**src/rtl/rpn_stack_evaluator_macros.svh**
```systemverilog
`ifndef RPN_STACK_EVALUATOR_MACROS_SVH
`define RPN_STACK_EVALUATOR_MACROS_SVH

// same-cycle implication, sampled on clk, off during reset
`define RPN_ASSERT_NOW(lbl, ante, cons, msg) \
	lbl: assert property (@(posedge clk) disable iff (!arst_n) (ante) |-> (cons)) \
		else $error(msg);

// next-cycle implication
`define RPN_ASSERT_NEXT(lbl, ante, cons, msg) \
	lbl: assert property (@(posedge clk) disable iff (!arst_n) (ante) |=> (cons)) \
		else $error(msg);

`endif

```
**src/rtl/rpn_pkg.sv**
```systemverilog
`timescale 1ns / 1ps

package rpn_pkg;

	localparam int WORD_W = 32;
	localparam int DIV_CNT_W = 5;

	localparam logic [7:0] CH_ZERO  = 8'h30;
	localparam logic [7:0] CH_NINE  = 8'h39;
	localparam logic [7:0] CH_PLUS  = 8'h2B;
	localparam logic [7:0] CH_MINUS = 8'h2D;
	localparam logic [7:0] CH_STAR  = 8'h2A;
	localparam logic [7:0] CH_SLASH = 8'h2F;
	localparam logic [7:0] CH_EQ    = 8'h3D;

	localparam logic [1:0] STAT_OK        = 2'd0;
	localparam logic [1:0] STAT_UNDERFLOW = 2'd1;
	localparam logic [1:0] STAT_OVERFLOW  = 2'd2;
	localparam logic [1:0] STAT_DIVZERO   = 2'd3;

	typedef logic [WORD_W-1:0] word_t;

	typedef struct packed {
		logic shift_dn;
		logic shift_up;
	} cell_ctl_t;

endpackage

```
**src/rtl/rpn_cell.sv**
```systemverilog
`timescale 1ns / 1ps

module rpn_cell
	import rpn_pkg::*;
(
	input  logic      clk,
	input  cell_ctl_t ctl,
	input  word_t     prev_data,
	input  word_t     next_data,
	output word_t     data
);

	word_t data_q;

	always_ff @(posedge clk) begin
		if (ctl.shift_dn) begin
			data_q <= prev_data;
		end else if (ctl.shift_up) begin
			data_q <= next_data;
		end
	end

	assign data = data_q;

endmodule

```
**config.mk**
```make
export PLATFORM = sky130hd
export DESIGN_NAME = rpn_cell
export DESIGN_NICKNAME = d
export VERILOG_FILES = /design/src/rtl/rpn_stack_evaluator_macros.svh /design/src/rtl/rpn_pkg.sv /design/src/rtl/rpn_cell.sv
export SDC_FILE = /design/constraint.sdc
export NUM_CORES = 1
export LEC_CHECK = 0
export ABC_AREA = 1
export CAP_MARGIN = 20
export CORE_ASPECT_RATIO = 1.2
export CORE_MARGIN = 2
export CORE_UTILIZATION = 55
export DETAILED_ROUTE_END_ITERATION = 6
export DONT_BUFFER_PORTS = 1
export PLACE_DENSITY = 0.83
export SETUP_SLACK_MARGIN = 0.05
export SLEW_MARGIN = 20
export SYNTH_ARGS = -nofsm -noshare
export SYNTH_HDL_FRONTEND = slang
export SYNTH_SLANG_ARGS = --single-unit
```
**constraint.sdc**
```tcl
create_clock -name clk -period 1.6 [get_ports clk]
set_clock_uncertainty 0.1 [all_clocks]
set_input_delay 0.48 -clock clk [delete_from_list [all_inputs] [get_ports clk]]
set_output_delay 0.48 -clock clk [all_outputs]
set_load 0.01 [all_outputs]
```
* After elaboration in Yosys (flattened, before gate mapping)
Cells that the tools add are included.
** Word-level totals
- Register bits :: 32
- Latch bits :: 0
- Memory bits (writable) :: 0
- Memory bits (read-only) :: 0
- Output and inout bits :: 32
- Word-level logic and storage cells :: 4
- Memories :: 0
** Cells by class
- Add/subtract/negate cells :: 0
- Multiply operators :: 0
- Divide/modulo/power cells :: 0
- Order comparisons :: 0
- Equality and inequality tests :: 0
- Shifts and indexed selects :: 0
- Muxes and demuxes :: 2
- Bitwise gates (word level) :: 0
- Reductions and logical operators :: 1
** Operators with widths (count)
- 32-bit 2-to-1 mux :: 2
- 2-bit nonzero test :: 1

* Logic depth before layout (Yosys ltp)
- Depth after elaboration :: 2
- Gate-level depth with buffers :: 5

* Worst setup path before layout
No wires, ideal clock.
- Kind :: in2reg
- Start point :: in ctl[1] in the netlist's numbering
- End point :: reg data_q[0] (netlist: data[0]), enable pin
- Setup time :: 0.329 ns
- Data arrival time :: 1.111 ns
- Data required time :: 1.171 ns
- Setup slack :: 0.060 ns
- Cell stages on the path :: 2
- Path buffers :: 1
- Cell sequence :: buf_6 -> or2_2
** On the way
- Cells in the longest elaborated chain, start to end :: 1
** Ends and longest elaborated chain
- start: declaration :: RTL line rpn_cell.sv:7 : input cell_ctl_t ctl,
- 2-bit nonzero test (no source line)
- end signal: assignment :: RTL line rpn_cell.sv:17 : data_q <= prev_data;
- end signal: assignment :: RTL line rpn_cell.sv:19 : data_q <= next_data;
- end: declaration :: RTL line rpn_cell.sv:13 : word_t data_q;
Every way passes these cells.
A chain may end at the register's enable or synchronous reset.

* Worst setup path in the final report
- Start point :: reg data_q[29] (netlist: data[29])
- End point :: out data[29]
** RTL lines
- end: declaration :: RTL line rpn_cell.sv:10 : output word_t data
No word-level cell between the ends.

==> results_dict.tcl <==
set metrics [dict create \
    run_status "finished, final reports clean" \
    first_pass_iters 4 \
    ant_nets 0 \
    clockRootBuffer "sky130_fd_sc_hd__clkbuf_4" \
    final_max_slew_viol_count 0 \
    cts_tree "done" \
    holdBufCountCts 0 \
    timing.critical_path.required_ns 1.02 \
    grt_setup_unrepaired "no" \
    drt-initial-drc-count 45 \
    route.detailed.vias_per_inst 5.43 \
    aggregate_global_route_resource_usage_pct 18.2 \
    grt_antenna_before_repair 0 \
    final_area_um2 1470 \
    place.gp.congestion 0.741 \
    postSynthRegisterBits 32 \
    synth_cell_type_count 6 \
    max_freq_mhz 737 \
    synth_fp_nets 204 \
    layout.nets 206 \
    max_cap_viol_count 0 \
    yosysWarningCount 0 \
    detail_route.drc_violations 0 \
    critical_path_peak_fanout 1 \
    detailed_route_wirelength_on_metal3_um 262 \
    clkTransAtPathRegs_ns 0.10 \
    ctsResizeCount 0 \
    wl_met2_um 1390 \
    pin_count_of_the_biggest_net_entering_global_routing 35 \
    synthesis.area_um2 1400 \
    worstSetupPathType "flop to primary output" \
    detail_route.wl_per_cell_um 14.9 \
    area_delta_synth_final_pct 4.55 \
    total_setup_violations_reported_at_the_end_of_the_flow 0 \
    report.final.hold_viol_count 0 \
    fin_total_pwr_mw 1.79 \
    setup.worst_path.start_class "flop" \
    cts.repair_timing.setup_buffer_count 0 \
    synth.avg_cell_area_um2 10.2 \
    highest-signal-layer "met4" \
    gr-total-overflow 0 \
    hold_path.class "primary input to flop" \
    power_leakage_nw 0.667 \
    placedInstanceArea_um2 1390 \
    placement.io_buffers 0 \
    final_core_utilization_pct 59.1 \
    peakVddDrop_uv 757 \
    initial_core_util_pct 56.6 \
    setup.worst_path.end_class "primary output" \
    rows 20 \
    wl_met1_um 887 \
    floorplan.core_area_um2 2480 \
    arrival_ns 0.78 \
    antenna_cells 0 \
    drive_above_1_share_pct 7.14 \
    vias 940 \
    floorplan.die_area_um2 2970 \
    routed_wirelength_um 2580 \
    syn-instance-count 137 \
    cts_num_sinks 32 \
    first_global_vias 801 \
    io_pins 99 \
    htree_num_levels 2 \
    cellPowerDensity_nw_per_um2 1220 \
    totalNegativeSetupSlack_ns 0 \
    sequential_cell_area_fraction_in_the_yosys_report_pct 68.6 \
    largest_register_ffs 32 \
    numCtsBuffers 5 \
    fin_crit_sh_pct 84.8 \
    grt_pass1_wl_um 3780 \
    period_minus_slack_ns 1.36 \
    die_extent_in_y_um 59.3 \
    die_x_um 50.1 \
    max_slew_margin_pct 81.4 \
    worst-slew-pin-transition_ns 0.279 \
    max-clock-path-buffers 2 \
]
[per-layer routing]
metal / vias up / global-route usage (%)
met4: 0 / 10.7
met5: - / 0
met3: 6 / 9.09
met1: 419 / 18.0
met2: 74 / 30.6
li1: 441 / -
[cell usage after synthesis]
cell type / count / area [µm²]
sky130_fd_sc_hd__buf_4: 3 / 22.5
sky130_fd_sc_hd__buf_6: 4 / 45.0
sky130_fd_sc_hd__edfxtp_1: 32 / 961
sky130_fd_sc_hd__inv_4: 1 / 6.26
sky130_fd_sc_hd__nand2_1: 96 / 360
sky130_fd_sc_hd__or2_2: 1 / 6.26
[cell families (layout without fill, tap and decap cells)]
| logic type | after synthesis | after routing | synth area share (%) |
|---|---|---|---|
| buffers and inverters | 8 | 11 | 5.27 |
| DFF | 32 | 32 | 68.6 |
| and+or+nand+nor | 97 | 97 | 26.2 |
[placed cells by master (no fill, tap or decap), drive strengths merged]
master,Yosys,layout
inv,1,1
edfxtp,32,32
nand2,96,96
or2,1,1
buf,7,2
clkbuf,0,5
clkinv,0,2
bufinv,0,1
[where the power goes]
part	total (mW)	switching (mW)	internal (mW)	leakage, nW
Clock	0.578	0.259	0.319	0.0403
Combinational	0.0970	0.0627	0.0342	0.297
Sequential	1.12	0.0827	1.03	0.330
[stage by stage]
step | hold slack [ns] | worst slack, ns | cells
final | 0.229 | 0.243 | 173
after global routing | 0.207 | 0.202 | 173
after CTS | 0.214 | 0.226 | 173
after detailed placement | 0.564 | 0.229 | 165
after global placement | 0.561 | 0.239 | 165
after floorplan | 0.559 | 0.0597 | 137
[worst paths after layout]
path,from,to,slack (ns),cells past startpoint
worst max-delay path,data[29],data[29],0.24,0
worst min-delay path,next_data[1],data[1],0.23,2
[final cells by class]
| cell class | instances | area, µm² |
|---|---|---|
| fillers | 204 | 1010 |
| flip-flops and latches | 32 | 961 |
| multi-input cells | 97 | 367 |
| well taps | 33 | 41.3 |
| clock buffers | 5 | 37.5 |
| clock inverters | 3 | 37.5 |
| repair buffers | 2 | 15.0 |
| inverters | 1 | 6.26 |
(Power assumes the default switching activity.)
