$ cat src/rtl/rpn_stack_evaluator_macros.svh
`ifndef RPN_STACK_EVALUATOR_MACROS_SVH
`define RPN_STACK_EVALUATOR_MACROS_SVH

// same-cycle implication, sampled on clk, off during reset
`define RPN_ASSERT_NOW(lbl, ante, cons, msg) \
	lbl: assert property (@(posedge clk) disable iff (!arst_n) (ante) |-> (cons)) \
		else $error(msg);

// next-cycle implication
`define RPN_ASSERT_NEXT(lbl, ante, cons, msg) \
	lbl: assert property (@(posedge clk) disable iff (!arst_n) (ante) |=> (cons)) \
		else $error(msg);

`endif

$ cat src/rtl/rpn_pkg.sv
`timescale 1ns / 1ps

package rpn_pkg;

	localparam int WORD_W = 32;
	localparam int DIV_CNT_W = 5;

	localparam logic [7:0] CH_ZERO  = 8'h30;
	localparam logic [7:0] CH_NINE  = 8'h39;
	localparam logic [7:0] CH_PLUS  = 8'h2B;
	localparam logic [7:0] CH_MINUS = 8'h2D;
	localparam logic [7:0] CH_STAR  = 8'h2A;
	localparam logic [7:0] CH_SLASH = 8'h2F;
	localparam logic [7:0] CH_EQ    = 8'h3D;

	localparam logic [1:0] STAT_OK        = 2'd0;
	localparam logic [1:0] STAT_UNDERFLOW = 2'd1;
	localparam logic [1:0] STAT_OVERFLOW  = 2'd2;
	localparam logic [1:0] STAT_DIVZERO   = 2'd3;

	typedef logic [WORD_W-1:0] word_t;

	typedef struct packed {
		logic shift_dn;
		logic shift_up;
	} cell_ctl_t;

endpackage

$ cat src/rtl/rpn_div.sv
`timescale 1ns / 1ps

module rpn_div
	import rpn_pkg::*;
(
	input  logic  clk,
	input  logic  arst_n,
	input  logic  start,
	input  word_t num,
	input  word_t den,
	output logic  done,
	output word_t quotient
);

	logic                 busy_q;
	logic                 done_q;
	logic [DIV_CNT_W-1:0] cnt_q;
	logic                 neg_q;
	word_t                rem_q;
	word_t                quo_q;
	word_t                den_q;
	word_t                num_mag;
	word_t                den_mag;
	word_t                shifted;
	logic [WORD_W:0]      diff;

	assign num_mag = num[WORD_W-1] ? (~num + word_t'(1)) : num;
	assign den_mag = den[WORD_W-1] ? (~den + word_t'(1)) : den;
	assign shifted = {rem_q[WORD_W-2:0], quo_q[WORD_W-1]};
	assign diff    = {1'b0, shifted} - {1'b0, den_q};

	always_ff @(posedge clk or negedge arst_n) begin
		if (!arst_n) begin
			busy_q <= 1'b0;
			done_q <= 1'b0;
			cnt_q  <= '0;
		end else begin
			done_q <= 1'b0;
			if (start) begin
				busy_q <= 1'b1;
				cnt_q  <= '0;
			end else if (busy_q) begin
				cnt_q <= cnt_q + DIV_CNT_W'(1);
				if (cnt_q == {DIV_CNT_W{1'b1}}) begin
					busy_q <= 1'b0;
					done_q <= 1'b1;
				end
			end
		end
	end

	always_ff @(posedge clk) begin
		if (start) begin
			rem_q <= '0;
			quo_q <= num_mag;
			den_q <= den_mag;
			neg_q <= num[WORD_W-1] ^ den[WORD_W-1];
		end else if (busy_q) begin
			if (!diff[WORD_W]) begin
				rem_q <= diff[WORD_W-1:0];
				quo_q <= {quo_q[WORD_W-2:0], 1'b1};
			end else begin
				rem_q <= shifted;
				quo_q <= {quo_q[WORD_W-2:0], 1'b0};
			end
		end
	end

	assign done     = done_q;
	assign quotient = neg_q ? (~quo_q + word_t'(1)) : quo_q;

endmodule
$ cat config.mk
export PLATFORM = sky130hd
export DESIGN_NAME = rpn_div
export DESIGN_NICKNAME = d
export VERILOG_FILES = /design/src/rtl/rpn_stack_evaluator_macros.svh /design/src/rtl/rpn_pkg.sv /design/src/rtl/rpn_div.sv
export SDC_FILE = /design/constraint.sdc
export NUM_CORES = 1
export LEC_CHECK = 0
export ABC_AREA = 1
export BUFFER_PORTS_ARGS = -buffer_cell sky130_fd_sc_hd__buf_4
export CAP_MARGIN = 25
export CORE_UTILIZATION = 65
export DETAILED_ROUTE_END_ITERATION = 8
export GPL_TIMING_DRIVEN = 0
export PLACE_DENSITY = 0.95
export SYNTH_ARGS = -nofsm -noshare
export SYNTH_HDL_FRONTEND = slang
export SYNTH_SLANG_ARGS = --single-unit
$ cat constraint.sdc
create_clock -name clk -period 5.7 [get_ports clk]
set_clock_uncertainty 0.15 [all_clocks]
set_input_delay 0.855 -clock clk [delete_from_list [all_inputs] [get_ports clk]]
set_output_delay 0.855 -clock clk [all_outputs]
set_load 0.05 [all_outputs]
======== Yosys cells after proc, flatten, opt, wreduce, memory -nomap -nowiden ========
Cells that the tools add are included.
cells by class
  muxes and demuxes ....................... 15
  equal/unequal tests ..................... 1
  reduce and logical (&&, ||, !) cells .... 1
  bitwise gates (word level) .............. 4
  add/subtract/negate cells ............... 5
operator list
  cell                   number
  $mux 32                4
  $add 32x1->32 const B  3
  $not 32->32            3
  $mux 31                2
  $sub 32x32->33         1
  $mux 5                 2
  $mux 1                 7
  $add 5x1->5 const B    1
  $eq 5x5->1 const B     1
  $reduce_bool 2->1      1
  $xor 1x1->1            1
word-level totals
  output and inout port bits .............. 33
  logic and storage cells ................. 34
  input bits .............................. 67
  bits in registers ....................... 103

======== Depth between registers and ports, before layout ========
Gate-level depths: netlist of run 1.
  depth in word-level cells ............... 4
  mapped depth ............................ 17
  mapped depth without buffers ............ 16

======== Worst setup path after synthesis of run 1 ========
OpenSTA, ideal clock, no wires.
  path kind ............................... register to output
  start point ............................. register quo_q[0]
  end point ............................... output quotient[28]
  path slack .............................. 2.522 ns
  cell stages (with the launch flop) ...... 11
  buffers on the path ..................... 0
  data required time ...................... 4.695 ns
  data arrival time ....................... 2.173 ns
  path through ............................ edfxtp_1 inv_1 ha_1 nand3_1 nor2_1 nand2_1 nor2_1 nand2_1 o21ai_0 nand2_1 xor2_1
on the way
  longest elaborated chain between the ends .. 3
ends and longest elaborated chain
  element                 RTL line       source
  from (decl)             rpn_div.sv:20  word_t quo_q;
  from (signal assigned)  rpn_div.sv:55  quo_q <= num_mag;
  from (signal assigned)  rpn_div.sv:61  quo_q <= {quo_q[WORD_W-2:0], 1'b1};
  from (signal assigned)  rpn_div.sv:64  quo_q <= {quo_q[WORD_W-2:0], 1'b0};
  $not 32->32             rpn_div.sv:70  assign quotient = neg_q ? (~quo_q + word_t'(1)) : quo_q;
  $add 32x1->32           rpn_div.sv:70
  $mux 32                 rpn_div.sv:70
  to (decl)               rpn_div.sv:12  output word_t quotient
No other way between the ends.

======== Worst setup path in the final report of run 1 ========
Ends and elaborated chain as after synthesis.

==> results.md, run 1 <==
* CP startpoint kind: register
* Row cnt at 43
* Vias in the first global route at 9305
* Tmin final at 3630 ps
* Iter 0 DRT Violations at 1153
* Die height at 121 um
* I/O Pins at 100
* Fin. Hold Viols at 0
* Layout net count at 1652
* Crit path top cell by count: nand2_1
* Drt drc at 0
* Antenna Nets Post-Route at 0
* Min setup slack post-route at slightly above 2000 ps
* Endpoint type of the worst setup path: output port
* DP Worst Slack at 2330 ps
* CORE AREA at between 10000 and 15000 um2
* CTS Buf Count at 9
* Layout cells sized above 1 at 0.110
* Post-Syn Area at 9220 um2
* EDFF count, synth at 65
* Ant diodes at 0
* Drt wl/cell at 15.4 um
* Storage cell area at 2750 um2
* Slowest Stage Delay on Critical Path at 390 ps
* Worst slew pin tran at a little under 900 ps
* Worst Path Required at around 4700 ps
* PortBufs at 97
* Pleak at about 5.5 nW
* CP Class: register to output port
* Min-Delay Path Class: primary input to async pin
* First-pass GRT wire length at 43.2 mm
* Die footprint at 14700 um2
* Post-cts resize count at 0
* CP max-delay cell: edfxtp_1
* Routed Wire Length at 26.7 mm
* Pwr Total at between 0.002 and 0.0025 W
* Via count of the routed design at 9818
* Hold buffer count at cts at 0
* Max clock buf depth at 2
* Largest net degree at the start of global routing at 42
* TNS Setup at 0 ps
* Sinks on Clock Net at 103
* Area taken by multi-input logic gates at 5250 um2
* Worst-Skew Late Latency at approximately 360 ps
* Pre-antenna DRT Iters at 7
* Unique cell type count in the Yosys netlist at 42
* Ys flop type: edfxtp_1
* Avg Cell Area, Syn at 6.41 um2
* Cell count after synthesis at 1439
* Syn-to-layout area delta at 14.1%
* Final setup vio count at 0
* Power Dens Cells at 224 nW/um2
* Initial antenna violation count at 0
* Total gr overflow at 0
* Max-Cap Viols at 0
* Detailed placement HPWL at around 20 mm
* Yosys Warn Count at 0
* Worst slew margin at 0.412
* Max FO, Critical Path at 4
* Layout fillers at ~1100
* CTS root buf: clkbuf_16
* Die width at 121 um
* TritonCTS clock tree: built
* Status: completed
* Final worst-path cycle share at 0.636
* Vias per cell at 5.67
* Critical path cell sequence: inv_1 -> ha_1 -> nand3_1 -> nor2_1 -> nand2_1 -> nor2_1 -> nand2_1 -> o21ai_0 -> nand2_1 -> xor2_1 -> buf_4
* Ys async rst share at 0.0680
* Fin util at 0.758
* Yosys reg bits at 103
* Gr usage total at 0.377
* H-tree Lvls at 3
* Max frequency at approximately 280 MHz
* Initial core utilization at 0.664
* CP Data Arrival Time at roughly 2600 ps
* Peak supply drop at 0.211 mV
* Syn nets at 1544
* Reg clk slew, reported paths at 70 ps
* Gpl congestion at 1.00
* Sequential area share after synthesis at 0.298
* RSZ-0062 raised after global routing: false
* Postcts setup bufs at 0
* Max-slew violation count at 0
==> cell usage in the layout, fill, tap and decap left out, types with 3 or more instances in the layout <==
| cell | synthesis | layout |
|---|---|---|
| nand2_1 | 440 | 440 |
| inv_1 | 261 | 261 |
| nor2_1 | 130 | 130 |
| nand3_1 | 117 | 117 |
| buf_4 | 1 | 98 |
| edfxtp_1 | 65 | 65 |
| xor2_1 | 60 | 60 |
| o21ai_0 | 56 | 56 |
| ha_1 | 37 | 37 |
| dfxtp_1 | 31 | 31 |
| xnor2_1 | 25 | 25 |
| nand3b_1 | 23 | 23 |
| nor3_1 | 21 | 21 |
| o21ai_1 | 21 | 21 |
| a21oi_1 | 20 | 20 |
| nand4_1 | 18 | 18 |
| clkbuf_1 | 17 | 17 |
| inv_2 | 14 | 14 |
| clkbuf_16 | 0 | 10 |
| nand2_2 | 9 | 9 |
| nand3_2 | 7 | 7 |
| dfrtp_1 | 7 | 7 |
| buf_2 | 6 | 6 |
| nor2_2 | 6 | 6 |
| a31oi_1 | 6 | 6 |
| buf_6 | 5 | 5 |
| nor4_1 | 5 | 5 |
| clkinv_1 | 4 | 4 |
| buf_1 | 3 | 3 |
| o211ai_1 | 3 | 3 |
| o31ai_1 | 3 | 3 |
| a21oi_2 | 3 | 3 |
| inv_6 | 0 | 3 |
==> power by group <==
group / switching, W / internal (W)
registers: 0.0000383 / 0.000858
logic: 0.000505 / 0.000227
clock network: 0.000307 / 0.000418
total: 0.000850 / 0.00150
==> area by class of cell <==
type | count | share of cell area
Clock inverter | 6 | 0.00904
Inverter | 279 | 0.0996
Sequential cell | 103 | 0.261
Clock buffer | 10 | 0.0238
Buffer | 32 | 0.0161
Multi-Input combinational cell | 1025 | 0.500
Tap cell | 180 | 0.0214
Timing Repair Buffer | 97 | 0.0692
==> final timing paths <==
check	start	end	slack, ps	cells past startpoint
min reg2reg	rem_q[16]	rem_q[16]	320	2
min	arst_n	done	140	1
max	quo_q[0]	quotient[28]	2070	11
max in group asynchronous	arst_n	cnt_q[3]	5140	1
min in group clk	rem_q[16]	rem_q[16]	320	2
max reg2reg	quo_q[31]	rem_q[15]	2870	16
==> sequential cells by signal, indices dropped and copies added (netlist names) <==
signal	flops
cnt_q	5
busy_q	1
den_q	32
neg_q	1
done	1
quo_q	32
rem_q	31
==> metal layers <==
layer / track usage / up-vias / part of all wire
li1: - / 4721 / -
met1: 0.437 / 4375 / 0.37
met2: 0.666 / 585 / 0.49
met3: 0.0503 / 137 / 0.085
met4: 0.218 / 0 / 0.059
met5: 0 / - / 0
==> synthesized netlist by cell type, types with 2 or more instances <==
master | count | area share
clkbuf_1 | 17 | 0.0069
nor2_2 | 6 | 0.0041
o31ai_1 | 3 | 0.0024
or2_2 | 2 | 0.0014
a21oi_2 | 3 | 0.0029
edfxtp_1 | 65 | 0.21
nor2_1 | 130 | 0.053
o22ai_1 | 2 | 0.0014
nand3_1 | 117 | 0.064
nand2_4 | 2 | 0.0024
a21o_1 | 2 | 0.0016
nand4_1 | 18 | 0.012
o21ai_1 | 21 | 0.011
a31oi_1 | 6 | 0.0041
inv_2 | 14 | 0.0057
nor3_1 | 21 | 0.011
xnor2_1 | 25 | 0.024
a21oi_1 | 20 | 0.011
nand2_1 | 440 | 0.18
ha_1 | 37 | 0.050
buf_6 | 5 | 0.0061
nand3b_1 | 23 | 0.019
buf_1 | 3 | 0.0012
nand3_2 | 7 | 0.0076
nand2_2 | 9 | 0.0061
o211ai_1 | 3 | 0.0024
inv_1 | 261 | 0.11
dfrtp_1 | 7 | 0.019
o21ai_0 | 56 | 0.030
clkinv_1 | 4 | 0.0016
nor4_1 | 5 | 0.0034
buf_2 | 6 | 0.0033
xor2_1 | 60 | 0.057
dfxtp_1 | 31 | 0.067
==> worst max-delay path: cells and delay by family (launching register included) <==
family / cells / cell delay (ps)
AOI/OAI and AO/OA: 1 / 290
xor gates and xnor gates: 1 / 220
adders and majority gates: 1 / 170
buffers and inverters: 2 / 360
DFF: 1 / 390
and+or+nand+nor: 6 / 840
==> cell families after synthesis <==
kind of cell	after synthesis	synth area share
buf+inv	311	0.132
simple gates	784	0.367
flops	103	0.298
compound gates	118	0.0702
fa+ha+maj	38	0.0524
xor+xnor	85	0.0808
==> stage by stage <==
step	hold slack (ps)	cell area, um2	std cells
after detailed placement	311	10200	1716
after floorplan	282	9220	1439
after global routing	148	10500	1732
final	144	10500	1732
after global placement	303	10200	1716
after CTS	145	10500	1732
Power figures use the tool's default switching activity.
==> run 2: changes to the inputs <==
--- a/config.mk
+++ b/config.mk
@@ -5,13 +5,13 @@
 export SDC_FILE = /design/constraint.sdc
 export NUM_CORES = 1
 export LEC_CHECK = 0
-export ABC_AREA = 1
+export ABC_AREA = 0
 export BUFFER_PORTS_ARGS = -buffer_cell sky130_fd_sc_hd__buf_4
 export CAP_MARGIN = 25
-export CORE_UTILIZATION = 65
+export CORE_UTILIZATION = 59
 export DETAILED_ROUTE_END_ITERATION = 8
 export GPL_TIMING_DRIVEN = 0
-export PLACE_DENSITY = 0.95
+export PLACE_DENSITY = 0.93
 export SYNTH_ARGS = -nofsm -noshare
 export SYNTH_HDL_FRONTEND = slang
 export SYNTH_SLANG_ARGS = --single-unit
==> constraint.sdc (replaced) <==
create_clock -name clk -period 3.4 [get_ports clk]
set_clock_uncertainty 0.15 [all_clocks]
set_input_delay 0.51 -clock clk [delete_from_list [all_inputs] [get_ports clk]]
set_output_delay 0.51 -clock clk [all_outputs]
set_load 0.05 [all_outputs]
==> run 2 against run 1 <==
- cell area decreased by 8.9%
- cell count is 34% lower
- routed wire length shrank 15%
- combinational power rose by 69%
- synthesized cell count fell by 42%
- highest routed layer unchanged
- clock power up 49%
- register-to-register slack got worse by 2900 ps
- the flow now finishes with violations (negative setup slack)
- flip-flop and latch count did not move
==> results.md, run 2 <==
* Peak supply drop at 0.304 mV (+45%)
* Gr usage total at 0.320 (-0.0572)
* EDFF count, synth at 65 (unchanged)
* Min setup slack post-route at -711 ps (-2790 ps)
* Yosys Warn Count at 0 (unchanged)
* Unique cell type count in the Yosys netlist at 65 (+55%)
* Seq pwr share at 0.402 (+0.021)
* Row cnt at 40 (-7.0%)
* Gpl congestion at 0.935 (-6.8%)
* Crit path max-delay family: simple AND/OR/NAND/NOR gates
* DP Area at 8630 um2 (-15%)
* Hold path start: den[0]
* Sinks on Clock Net at 103 (unchanged)
* Tmin final at between 4000 and 5000 ps
* PortBufs at 99 (+2.1%)
* Drt drc at 0 (unchanged)
* First-pass GRT wire length at 33.0 mm (-24%)
* Final worst-path cycle share at 1.21
* RSZ-0062 raised after global routing: true
* CTS Buf Count at 9 (unchanged)
* CTS root buf: clkbuf_16
* Synth area leader: edfxtp_1
* P_int at 0.00250 W (+66%)
* Layout net count at 1082 (-35%)
* NetSw at 0.00137 W (+61%)
* Pwr Total at 0.00387 W (+64%)
* Combinational fraction of design power at 0.319 (+0.008)
* Final setup vio count at 20 (+20)
* Vias per cell at 6.44 (+14%)
* TritonCTS clock tree: built
* Worst slew margin at 0.459 (+0.0475)
* Most instantiated cells after synthesis: nor2_1 (83), xnor2_1 (77), edfxtp_1 (65)
* Status: finished, violations left
* Min-Delay Path Class: primary input to register
* Largest net degree at the start of global routing at 37 (-12%)
* CP max-delay cell: or4_4
* Most common cell after layout, fill and taps aside: buf_4
* Most frequent cells in the layout: buf_4 (115), nor2_1 (83), xnor2_1 (68)
* Via count of the routed design at 7411 (-25%)
* Crit path buffers/inverters at 3 (+1)
* Iter 0 DRT Violations at 1066 (-7.5%)
* Setup crit start: quo_q[8]
* I/O Pins at 100 (unchanged)
* Final Cell Area at 9580 um2 (-8.9%)
* Die footprint at 13200 um2 (-9.7%)
* Total gr overflow at 0 (unchanged)
* Pre-antenna DRT Iters at 7 (unchanged)
* Vias in the first global route at 6847 (-26%)
* Slowest Stage Delay on Critical Path at 500 ps (+110 ps)
* Avg Cell Area, Syn at 9.02 um2 (+41%)
* Sequential area share after synthesis at 0.364 (+0.0663)
* Die width at 115 um (-5.0%)
* Ys async rst share at 0.0680 (unchanged)
* Power Dens Cells at 404 nW/um2 (+81%)
* Cell count after synthesis at 836 (-42%)
* Die height at 115 um (-5.0%)
* Detailed placement HPWL at 14.7 mm (-27%)
* Endpoint type of the worst setup path: output port
* Fin. Hold Viols at 0 (unchanged)
* Max frequency at 243 MHz
* Sw frac at 0.353 (-0.00767)
* Cell with the most instances after synthesis: nor2_1
* Syn-to-layout area delta at 27.0%
* Pleak at 3.90 nW (-29%)
* Antenna Nets Post-Route at 0 (unchanged)
* Max-slew violation count at 0 (unchanged)
* Worst Path Required at 2740 ps (-1960 ps)
* Max clock buf depth at 2 (unchanged)
* Worst slew pin tran at 811 ps (-71.3 ps)
* Failing checks: negative setup slack
* Clk network pwr share at 0.278 (-0.030)
* CP Class: register to output port
* Yosys reg bits at 103 (unchanged)
* Crit path top cell by count: buf_6
* Routed Wire Length at 22.7 mm (-15%)
* Reg clk slew, reported paths at 80 ps (about the same)
* Initial antenna violation count at 0 (unchanged)
* Max FO, Critical Path at 6 (+2)
* Initial core utilization at 0.617 (-0.0466)
* Syn nets at 941 (-39%)
* Ranking of synthesized cells by area: edfxtp_1 (26%), xnor2_1 (8.9%), dfxtp_1 (8.2%), ha_1 (6.1%), xor2_1 (4.8%)
* Worst-Skew Late Latency at 370 ps (about the same)
* Critical path cell sequence: nor4_2 -> nand3_1 -> or4_4 -> or3_4 -> buf_4 -> buf_6 -> o41ai_4 -> xnor2_2 -> buf_6
* Layout fillers at 713 (-32%)
* CP Data Arrival Time at 3450 ps (+830 ps)
* Synth top area share at 0.259 (+0.0471)
* Drt wl/cell at 19.8 um (+28%)
* Regs by FF count: den_q: 32 flops, quo_q: 32 flops, rem_q: 31 flops
* H-tree Lvls at 3 (unchanged)
* Layout cells sized above 1 at 0.220 (+0.110)
* Post-Syn Area at 7540 um2 (-18%)
* CP startpoint kind: register
* Ant diodes at 0 (unchanged)
* Max-Cap Viols at 0 (unchanged)
* Ys flop type: edfxtp_1
* FF-to-FF Start: den_q[0]
* CORE AREA at 12200 um2 (-12%)
## run 2: per-layer routing
metal / vias to the layer above / part of all wire / global-route usage / wire length (um)
li1: 3316 / - / - / -
met1: 3448 / 0.39 / 0.412 / 8840
met2: 537 / 0.47 / 0.530 / 10700
met3: 110 / 0.10 / 0.0622 / 2360
met4: 0 / 0.038 / 0.130 / 859
met5: - / 0 / 0 / 0
## run 2: what timing repair did
action / 4_1_cts / 5_1_grt
setup buffers: 12 / 17
hold buffers: 1 / 0
pin swaps: 6 / 35
resized for setup: 35 / 46
endpoints found under the setup margin: 50 / 53
gates cloned: 0 / 1
hold endpoints to repair: 7 / 0
## run 2: logic make-up (layout without fill, tap and decap cells)
| logic type | count (synthesis) | after routing | share of synthesized area |
|---|---|---|---|
| and+or+nand+nor | 237 | 237 | 0.156 |
| AOI/OAI and AO/OA | 227 | 227 | 0.195 |
| xor gates and xnor gates | 118 | 118 | 0.137 |
| DFF | 103 | 103 | 0.364 |
| buffers and inverters | 81 | 227 | 0.0408 |
| adders and majority gates | 38 | 38 | 0.0641 |
| muxes | 32 | 32 | 0.0426 |
## run 2: area by class of cell
type	count	area, um2	share of cell area
plain buffers	32	164	0.0171
clock buffers	11	243	0.0253
inverters	48	180	0.0188
clock inverters	5	56.3	0.00588
repair buffers	131	1080	0.113
multi-input cells	652	4900	0.511
well taps	168	210	0.0219
flip-flops and latches	103	2750	0.287
## run 2: worst paths after layout
kind	depth (start not counted)	slack, ps	endpoint
max reg2reg	14	10	rem_q[21]
min reg2reg	2	320	rem_q[30]
max	9	-710	quotient[25]
max in group asynchronous	2	2630	cnt_q[0]
min in group asynchronous	2	340	done
min	1	220	den_q[0]
## run 2: through the flow
step | util | hold slack, ps | TNS [ps] | std cells | setup WS [ps]
CTS | 0.755 | 212 | -3930 | 1132 | -612
floorplan | - | 64.4 | -1420 | 836 | -207
global route | 0.784 | 214 | -8020 | 1150 | -723
finish | 0.784 | 217 | -6590 | 1150 | -711
detailed placement | 0.707 | 179 | -19130 | 1104 | -703
global placement | 0.705 | 176 | -17740 | 1103 | -646
## run 2: power by group through the flow
stage | combinational (W) | clock, W | sequential [W]
2_1_floorplan | 0.000768 | 0 | 0.00153
3_3_place_gp | 0.00108 | 0 | 0.00156
3_5_place_dp | 0.00110 | 0 | 0.00156
4_1_cts | 0.00115 | 0.00106 | 0.00154
5_1_grt | 0.00130 | 0.00111 | 0.00156
6_report | 0.00124 | 0.00108 | 0.00156
==> run 3: changes to the inputs <==
--- a/config.mk
+++ b/config.mk
@@ -11,7 +11,7 @@
 export CORE_UTILIZATION = 59
 export DETAILED_ROUTE_END_ITERATION = 8
 export GPL_TIMING_DRIVEN = 0
-export PLACE_DENSITY = 0.93
+export PLACE_DENSITY = 0.81
 export SYNTH_ARGS = -nofsm -noshare
 export SYNTH_HDL_FRONTEND = slang
 export SYNTH_SLANG_ARGS = --single-unit
==> run 3 against run 2 <==
- die area did not move
- total power fell by 5.2%
- highest routed layer unchanged
- core utilization fell by 1.8 points
- routed wire length fell by 21%
- register-to-register slack improved by 120 ps
- hold slack improved by 9.0 ps
- largest power group unchanged
- worst setup slack improved by 200 ps
- critical path depth fell by 1
- the flow still finishes with violations (negative setup slack)
- flip-flop and latch count did not move
- cell count fell by 0.96%
- clock power fell by 10%
- clock-buffer cell count did not move
==> results.md, run 3 (synthesis results as in run 2) <==
* Die width at 115 um (unchanged)
* WL met1 at 8.08 mm (-8.5%)
* PortBufs at 99 (unchanged)
* Total gr overflow at 0 (unchanged)
* Initial antenna violation count at 0 (unchanged)
* Worst-Skew Late Latency at 350 ps (-20 ps)
* Row cnt at 40 (unchanged)
* CP Data Arrival Time at 3250 ps (-200 ps)
* CTS root buf: clkbuf_16
* Max-Cap Viols at 0 (unchanged)
* Fin util at 0.766 (-0.0180)
* Sw frac at 0.343 (-0.0105)
* Syn-to-layout area delta at 24.1%
* Peak supply drop at 0.211 mV (-31%)
* Gpl congestion at 0.900 (-3.8%)
* Reg2Reg Setup Slack at 130 ps (+120 ps)
* Largest net degree at the start of global routing at 37 (unchanged)
* Clk network pwr share at 0.264 (-0.014)
* NetSw at 0.00126 W (-8.1%)
* CTS Buf Count at 9 (unchanged)
* CP Class: register to output port
* DP Worst Slack at -806 ps (-103 ps)
* Pwr Total at 0.00367 W (-5.2%)
* Min setup slack post-route at -514 ps (+197 ps)
* P_int at 0.00241 W (-3.7%)
* TritonCTS clock tree: built
* Layout cells sized above 1 at 0.199 (-0.0212)
* Routed Wire Length at 17.9 mm (-21%)
* Max-slew violation count at 0 (unchanged)
* Pleak at 3.79 nW (-2.7%)
* Power Dens Cells at 392 nW/um2 (-3.0%)
* Combinational fraction of design power at 0.316 (-0.003)
* Max Used Layer: met4
* Worst slew margin at 0.456 (-0.00319)
* Worst slew pin tran at 816 ps (+4.79 ps)
* Failing checks: negative setup slack
* Endpoint type of the worst setup path: output port
* Min-Delay Path Class: primary input to register
* Regs by FF count: den_q: 32 flops, quo_q: 32 flops, rem_q: 31 flops
* Final worst-path cycle share at 1.15 (-0.0580)
* Reg clk slew, reported paths at 70 ps (about the same)
* Ant diodes at 0 (unchanged)
* Layout net count at 1071 (-1.0%)
* Final setup vio count at 14 (-30%)
* Die height at 115 um (unchanged)
* I/O Pins at 100 (unchanged)
* CP startpoint kind: register
* Status: finished, violations left
* RSZ-0062 raised after global routing: true
* Tmin final at 3910 ps (-197 ps)
* Routed wl met3 at 904 um (-62%)
* Hold path start: den[0]
* Seq pwr share at 0.419 (+0.017)
* Gr usage total at 0.273 (-0.0466)
* H-tree Lvls at 3 (unchanged)
* FF-to-FF Start: quo_q[31]
* Vias per cell at 5.76 (-11%)
* Most common cell after layout, fill and taps aside: buf_4
* Antenna Nets Post-Route at 0 (unchanged)
* Die footprint at 13200 um2 (unchanged)
* Via count of the routed design at 6561 (-11%)
* Vias in the first global route at 6054 (-12%)
* Fin. Hold Viols at 0 (unchanged)
* Worst Path Required at 2740 ps (about the same)
* Max frequency at 255 MHz (+5.0%)
* Drt drc at 0 (unchanged)
* Setup crit start: quo_q[16]
* Detailed placement HPWL at 13.0 mm (-12%)
* WL met2 at 8.64 mm (-19%)
* Drt wl/cell at 15.7 um (-21%)
* CORE AREA at 12200 um2 (unchanged)
* Final Cell Area at 9360 um2 (-2.3%)
* Pre-antenna DRT Iters at 5 (-2)
* Most frequent cells in the layout: buf_4 (109), nor2_1 (83), xnor2_1 (70)
* Max clock buf depth at 2 (unchanged)
* First-pass GRT wire length at 28.7 mm (-13%)
* Iter 0 DRT Violations at 447 (-58%)
* Initial core utilization at 0.617 (unchanged)
* DP Area at 8630 um2 (unchanged)
* Max FO, Critical Path at 3 (-3)
* Sinks on Clock Net at 103 (unchanged)
* Worst hold slack at 226 ps (+8.97 ps)
-- run 3: changes by cell type in the layout (fill, tap and decap cells not counted), sizes merged --
cell	change
inv	-1
bufinv	-1
clkinvlp	+1
buf	-10
clkinv	+1
clkbuf	-1
-- run 3: power groups by stage --
stage	logic (W)	registers [W]	clock network, W
after global routing	0.00124	0.00155	0.00103
after detailed placement	0.00108	0.00155	0
after CTS	0.00113	0.00153	0.000977
after global placement	0.00107	0.00155	0
after floorplan	0.000768	0.00153	0
final	0.00116	0.00154	0.000968
-- run 3: metrics by stage --
step	cells	setup TNS [ps]
5_1_grt	1139	-6260
3_5_place_dp	1104	-21640
2_1_floorplan	836	-1420
3_3_place_gp	1103	-21240
4_1_cts	1134	-3760
6_report	1139	-4930
-- run 3: worst paths after layout --
| kind | cells after the start | to |
|---|---|---|
| max | 8 | quotient[28] |
| min | 1 | den_q[0] |
| max reg2reg | 15 | rem_q[17] |
| min reg2reg | 2 | rem_q[30] |
| max in group asynchronous | 2 | done |
| min in group asynchronous | 2 | cnt_q[1] |
-- run 3: final cells by class --
type,instances,area [um2]
Inverter,48,180
Sequential cell,103,2750
Multi-Input combinational cell,652,4820
Timing Repair Buffer,120,968
Tap cell,168,210
Fill cell,902,2860
Clock buffer,11,243
Clock inverter,5,32.5
Buffer,32,151
-- run 3: metal layers --
layer	vias up	track usage
li1	3290	-
met1	2997	0.357
met2	255	0.484
met3	19	0.0274
met4	0	0.0727
met5	-	0
-- run 3: what timing repair did --
action	4_1_cts	5_1_grt
pin swaps	12	12
hold endpoints to repair	7	0
setup endpoints to repair	49	50
buffers inserted	14	5
hold buffers	1	0
cloned	0	0
gates resized for setup	36	21
-- run 3: worst max-delay path, cell delays in order, from the launching register on --
cell      delay, ps
edfxtp_1        380
or4_4           550
or4_4           430
or2_4           250
or3_4           380
or3_4           410
o21ai_4         190
xnor2_4         140
buf_6           180
